**src/hw/rtl/sot_pkg.sv**
```systemverilog
// Shared types and codes for the station occupancy table.
// Used by the cell chain, the top level and the port checker.
package sot_pkg;

  localparam int STATIONS_DEF = 32;
  localparam logic [5:0] LAB_SIZE_RESET = 6'd32;

  typedef enum logic [1:0] {
    ACT_LOGIN     = 2'd0,
    ACT_LOGOUT    = 2'd1,
    ACT_FIND_USER = 2'd2,
    ACT_FIND_OPEN = 2'd3
  } action_t;

  typedef enum logic [2:0] {
    ST_OK        = 3'd0,
    ST_FULL      = 3'd1,
    ST_OCCUPIED  = 3'd2,
    ST_NOT_FOUND = 3'd3,
    ST_NONE_OPEN = 3'd4,
    ST_INVALID   = 3'd5
  } status_t;

  // Request token that walks the cell chain, one cell per cycle.
  typedef struct packed {
    logic        valid;
    action_t     action;
    logic [5:0]  station;
    logic [15:0] user_id;
    logic [3:0]  lab_number;
    logic [15:0] minutes;
    logic [5:0]  limit;
    logic        done;
    status_t     status;
    logic [5:0]  res_station;
    logic [15:0] res_user;
    logic [3:0]  res_lab;
    logic [15:0] res_minutes;
  } probe_t;

endpackage

```
**src/hw/rtl/sot_cell.sv**
```systemverilog
// One station of the occupancy table: occupied mark and record.
// Passes the request token on to the next cell every cycle. Depends on sot_pkg.
module sot_cell import sot_pkg::*; #(
  parameter int IDX = 0
) (
  input  logic   clk,
  input  logic   rst,
  input  probe_t probe_in,
  output probe_t probe_out
);

  localparam int NUM = IDX + 1;
  // Station numbers above 63 cannot be named by a request or fall below the limit.
  localparam logic REACH = (NUM < 64);
  localparam logic [5:0] NUM6 = 6'(NUM);

  logic        occupied;
  logic [15:0] user_q;
  logic [3:0]  lab_q;
  logic [15:0] minutes_q;

  probe_t probe_next;
  logic   login_hit;
  logic   user_hit;
  logic   open_hit;

  always_comb begin
    probe_next = probe_in;
    login_hit  = probe_in.valid && !probe_in.done && (probe_in.action == ACT_LOGIN) &&
                 REACH && (probe_in.station == NUM6);
    user_hit   = probe_in.valid && !probe_in.done && occupied &&
                 ((probe_in.action == ACT_LOGOUT) || (probe_in.action == ACT_FIND_USER)) &&
                 (user_q == probe_in.user_id);
    open_hit   = probe_in.valid && !probe_in.done && (probe_in.action == ACT_FIND_OPEN) &&
                 REACH && !occupied && (NUM6 <= probe_in.limit);

    if (login_hit) begin
      probe_next.done = 1'b1;
      if (occupied) begin
        probe_next.status = ST_OCCUPIED;
      end else begin
        probe_next.status      = ST_OK;
        probe_next.res_station = NUM6;
        probe_next.res_user    = probe_in.user_id;
        probe_next.res_lab     = probe_in.lab_number;
        probe_next.res_minutes = probe_in.minutes;
      end
    end
    if (user_hit) begin
      probe_next.done        = 1'b1;
      probe_next.status      = ST_OK;
      probe_next.res_station = NUM6;
      probe_next.res_user    = user_q;
      probe_next.res_lab     = lab_q;
      probe_next.res_minutes = minutes_q;
    end
    if (open_hit) begin
      probe_next.done        = 1'b1;
      probe_next.status      = ST_OK;
      probe_next.res_station = NUM6;
    end
  end

  always_ff @(posedge clk) begin
    if (rst) begin
      occupied <= 1'b0;
    end else if (login_hit && !occupied) begin
      occupied <= 1'b1;
    end else if (user_hit && (probe_in.action == ACT_LOGOUT)) begin
      occupied <= 1'b0;
    end
  end

  always_ff @(posedge clk) begin
    if (login_hit && !occupied) begin
      user_q    <= probe_in.user_id;
      lab_q     <= probe_in.lab_number;
      minutes_q <= probe_in.minutes;
    end
  end

  always_ff @(posedge clk) begin
    if (rst) begin
      probe_out.valid <= 1'b0;
    end else begin
      probe_out <= probe_next;
    end
  end

endmodule

```
**config.mk**
```make
export PLATFORM = sky130hd
export DESIGN_NAME = sot_cell
export DESIGN_NICKNAME = d
export VERILOG_FILES = /design/src/hw/rtl/sot_pkg.sv /design/src/hw/rtl/sot_cell.sv
export SDC_FILE = /design/constraint.sdc
export NUM_CORES = 1
export LEC_CHECK = 0
export ABC_AREA = 1
export BUFFER_PORTS_ARGS = -buffer_cell sky130_fd_sc_hd__buf_4
export CAP_MARGIN = 10
export CORE_MARGIN = 1
export CORE_UTILIZATION = 34
export CTS_CLUSTER_SIZE = 12
export DETAILED_ROUTE_END_ITERATION = 12
export PLACE_DENSITY = 0.56
export RECOVER_POWER = 100
export SLEW_MARGIN = 5
export SYNTH_ARGS = -nofsm -noshare
export SYNTH_HDL_FRONTEND = slang
export SYNTH_SLANG_ARGS = --single-unit
```
**constraint.sdc**
```tcl
create_clock -name clk -period 4.7 [get_ports clk]
set_clock_uncertainty 0.2 [all_clocks]
set_input_delay 1.41 -clock clk [delete_from_list [all_inputs] [get_ports clk]]
set_output_delay 1.41 -clock clk [all_outputs]
set_load 0.02 [all_outputs]
```
### Yosys cells after proc, flatten, opt, wreduce, memory -nomap -nowiden

Cells that the tools add are included.

| word-level totals | value |
|---|---|
| register bits | 134 |
| latch bits | 0 |
| bits in writable memories | 0 |
| bits in read-only memories | 0 |
| input port bits | 99 |
| output and inout bits | 97 |
| memories kept | 0 |

| operators by class | value |
|---|---|
| add/sub/neg operators | 0 |
| $mul | 0 |
| divide/modulo/power cells | 0 |
| $lt $le $gt $ge | 1 |
| equality and inequality tests | 5 |
| shift-type cells | 0 |
| multiplexer cells | 6 |
| bitwise operators | 0 |
| reductions and logical operators | 18 |

Operator list:

| kind | number |
|---|---|
| $mux 45 | 1 |
| $mux 42 | 1 |
| $mux 36 | 1 |
| $eq 16x16->1 | 1 |
| $logic_and 1x1->1 | 11 |
| $eq 6x1->1 const B | 1 |
| $le 1x6->1 const A | 1 |
| $eq 2x2->1 const B | 2 |
| $reduce_or 3->1 | 1 |
| $eq 2x1->1 const B | 1 |
| $logic_not 1->1 | 2 |
| $logic_not 2->1 | 1 |
| $mux 1 | 2 |
| $mux 2 | 1 |
| $reduce_bool 2->1 | 1 |
| $reduce_or 2->1 | 1 |
| $logic_or 1x1->1 | 1 |

### Depth between registers and ports, before layout

| depth | value |
|---|---|
| word-level depth | 8 |
| depth in mapped cells | 11 |
| depth with buffers taken out | 11 |

### Worst setup path before layout

No wires, ideal clock.

| timing path | value |
|---|---|
| path kind | in2reg |
| start | in probe_in[95] in the netlist's numbering |
| end | reg lab_q[0], enable pin |
| library setup time | 429 ps |
| arrival | 3494 ps |
| path slack | 577 ps |
| stages on the path | 5 |
| buffers on the path | 0 |
| cells stage by stage | inv_1 -> ha_1 -> nor4b_1 -> nand4_1 -> nor2_1 |

| on the way | value |
|---|---|
| cells in the longest elaborated chain, start to end | 4 |

RTL lines:

| item | RTL line | RTL |
|---|---|---|
| start, declared | sot_cell.sv:8 | `input probe_t probe_in,` |
| $logic_not 2->1 | sot_cell.sv:29 | `login_hit = probe_in.valid && !probe_in.done && (probe_in.action == ACT_LOGIN) &&` |
| $logic_and 1x1->1 | sot_cell.sv:29 |  |
| $logic_and 1x1->1 | sot_cell.sv:30 | `REACH && (probe_in.station == NUM6);` |
| $logic_and 1x1->1 | sot_cell.sv:75 | `if (login_hit && !occupied) begin` |
| end signal, assigned | sot_cell.sv:77 | `lab_q <= probe_in.lab_number;` |
| end, declared | sot_cell.sv:19 | `logic [3:0] lab_q;` |

No other way between the ends.
A chain may end at the register's enable or synchronous reset.

==> qor.csv <==
metric,value,unit
status,"complete, no violations",
grt_use_total,0.1571,
wl,12.47,mm
die_w,127,µm
areaGrowthSynthToFinish,30.03,%
ios,196,
ant_nets,0,
max_freq,276.2,MHz
power.density,400.2,nW/µm²
diodes,0,
hold_viol,0,
dr.first_iter.drc_count,159,
cts_max_path_buffers,2,
start_util,0.3495,
grt_start_max_net_pins,71,
tightest_slew,1455,ps
arrival,3650,ps
avgSynthCellArea,12.68,µm²
period_minus_slack,3620,ps
end_kind,flop,
cp.required,4740,ps
setup_viol,0,
clk_pin_slew,50,ps
whs_path_depth,2,
cts_setup_buffers,0,
synthCells,419,
r2r_end,probe_out[9],
htreeDepth,4,
nets,727,
ys_types,24,
min_from,lab_q[2],
clk_latency,410,ps
critPathKind,in2reg,
tns,0,ps
vias,3757,
row_count,45,
fin_hold_ws,394.4,ps
finalMaxSlewViolations,0,
cts_tree,done,
worstReg2RegStart,user_q[1],
min_period_over_period,0.7702,
synth-seq-cells,134,
clock-sinks,134,
vias_per_cell,4.565,
final_common_cell,clkbuf_1,
wl_per_cell,15.15,µm
critPathMaxFanout,39,
maxCapViolCount,0,
critPathLaunchType,primary input,
core,15200,µm²
yosys_warnings,0,
chipHeight,127,µm
hold_end,probe_out[18],
overflow,0,
final_cell_mix,"clkbuf_1, edfxtp_1, nand2_1",
portBuffers,195,
synth_fp_nets,521,
die-area,16130,µm²
drive_above_1_share,0.1354,
dp_hpwl,8.314,mm
hold_path_class,reg2reg,
slew_headroom,0.02880,
final_util,0.4544,
r2r_setup_slack,2280,ps
gp_congestion,0.7278,
synthesis.area,5313,µm²
leakage,2.652,nW
ys_seq_area_frac,0.7537,
r2r_cells,9,
ctsResizeCount,0,
numCtsBuffers,17,
ctsHoldBuffers,0,
antenna_found_initial,0,
rsz0062_at_grt,no,
grt_pass1_vias,3717,
remaining_drc_errors,0,
grt_pass1_wl,18.95,mm
peakVddDrop,0.2253,mV
cts-root-buf,clkbuf_16,
first_pass_iters,4,
[cells by family after synthesis]
group / share of synthesized area
AND/OR/NAND/NOR: 0.1474
flip-flops: 0.7537
buffers and inverters: 0.04098
AO/OA/AOI/OAI: 0.04428
XOR/XNOR: 0.006594
adder cells (fa/ha/maj): 0.007066
[how the worst max path moves through the flow]
stage                             from             to
final                     probe_in[94]   probe_out[9]
after global routing      probe_in[94]   probe_out[9]
after CTS                 probe_in[72]   probe_out[9]
after detailed placement  probe_in[72]   probe_out[9]
after global placement    probe_in[72]  probe_out[13]
after floorplan           probe_in[95]       lab_q[0]
[worst max-delay path, stage by stage]
cell	delay (ps)
clkbuf_1	160
inv_1	70
ha_1	220
nand3_1	90
nor2_1	60
nand2_1	170
nor2_8	40
inv_1	1040
nand2_1	110
a31oi_1	270
[layer usage]
metal | global-route usage | vias to the layer above | wire length (µm)
met1 | 0.1963 | 1745 | 5542
met2 | 0.2511 | 133 | 5799
met3 | 0.05318 | 13 | 977
li1 | - | 1866 | -
met4 | 0.06303 | 0 | 145
met5 | 0 | - | 0
[per-stage QoR]
step                setup WS, ps  cells  instance area [µm²]  total power [mW]
global route               793.6    823                 6908             2.872
global placement            1301    794                 6980             1.761
floorplan                  576.9    419                 5313             1.571
detailed placement          1241    794                 6980             1.766
finish                      1080    823                 6908             2.764
CTS                         1675    823                 7457             2.873
[cell usage after synthesis]
master | count | area share
nor2_8 | 1 | 0.0038
dfxtp_1 | 2 | 0.0075
inv_1 | 33 | 0.023
ha_1 | 3 | 0.0071
nor2_1 | 63 | 0.045
nand4_1 | 2 | 0.0024
clkbuf_1 | 2 | 0.0014
nor4_1 | 1 | 0.0012
buf_2 | 9 | 0.0085
a31oi_1 | 36 | 0.042
buf_6 | 3 | 0.0064
xnor2_1 | 4 | 0.0066
inv_2 | 2 | 0.0014
or2_2 | 2 | 0.0024
nand3_2 | 1 | 0.0019
nor3_1 | 1 | 0.00094
nand2_2 | 2 | 0.0024
nand2_1 | 108 | 0.076
nand3b_1 | 2 | 0.0028
nor2_2 | 3 | 0.0035
edfxtp_1 | 132 | 0.75
a21oi_1 | 2 | 0.0019
nor4b_1 | 1 | 0.0016
nand3_1 | 4 | 0.0038
[area by class of cell]
cell class / count / area [µm²]
fillers: 1556 / 8294
repair buffers: 201 / 969.7
well taps: 188 / 235.2
inverters: 35 / 133.9
flip-flops and latches: 134 / 4004
clock buffers: 20 / 436.7
clock inverters: 9 / 40.04
multi-input cells: 236 / 1089
[sequential cells by signal, indices dropped and copies added (netlist names)]
| register | flops |
|---|---|
| lab_q | 4 |
| minutes_q | 16 |
| occupied | 1 |
| probe_out | 97 |
| user_q | 16 |
[power breakdown]
| group | total, mW | switching (mW) | internal, mW | leakage, nW |
|---|---|---|---|---|
| clock | 1.10 | 0.450 | 0.650 | 0.230 |
| sequential | 1.41 | 0.0191 | 1.39 | 1.28 |
| combinational | 0.255 | 0.175 | 0.0798 | 1.14 |
(Power assumes the default switching activity.)
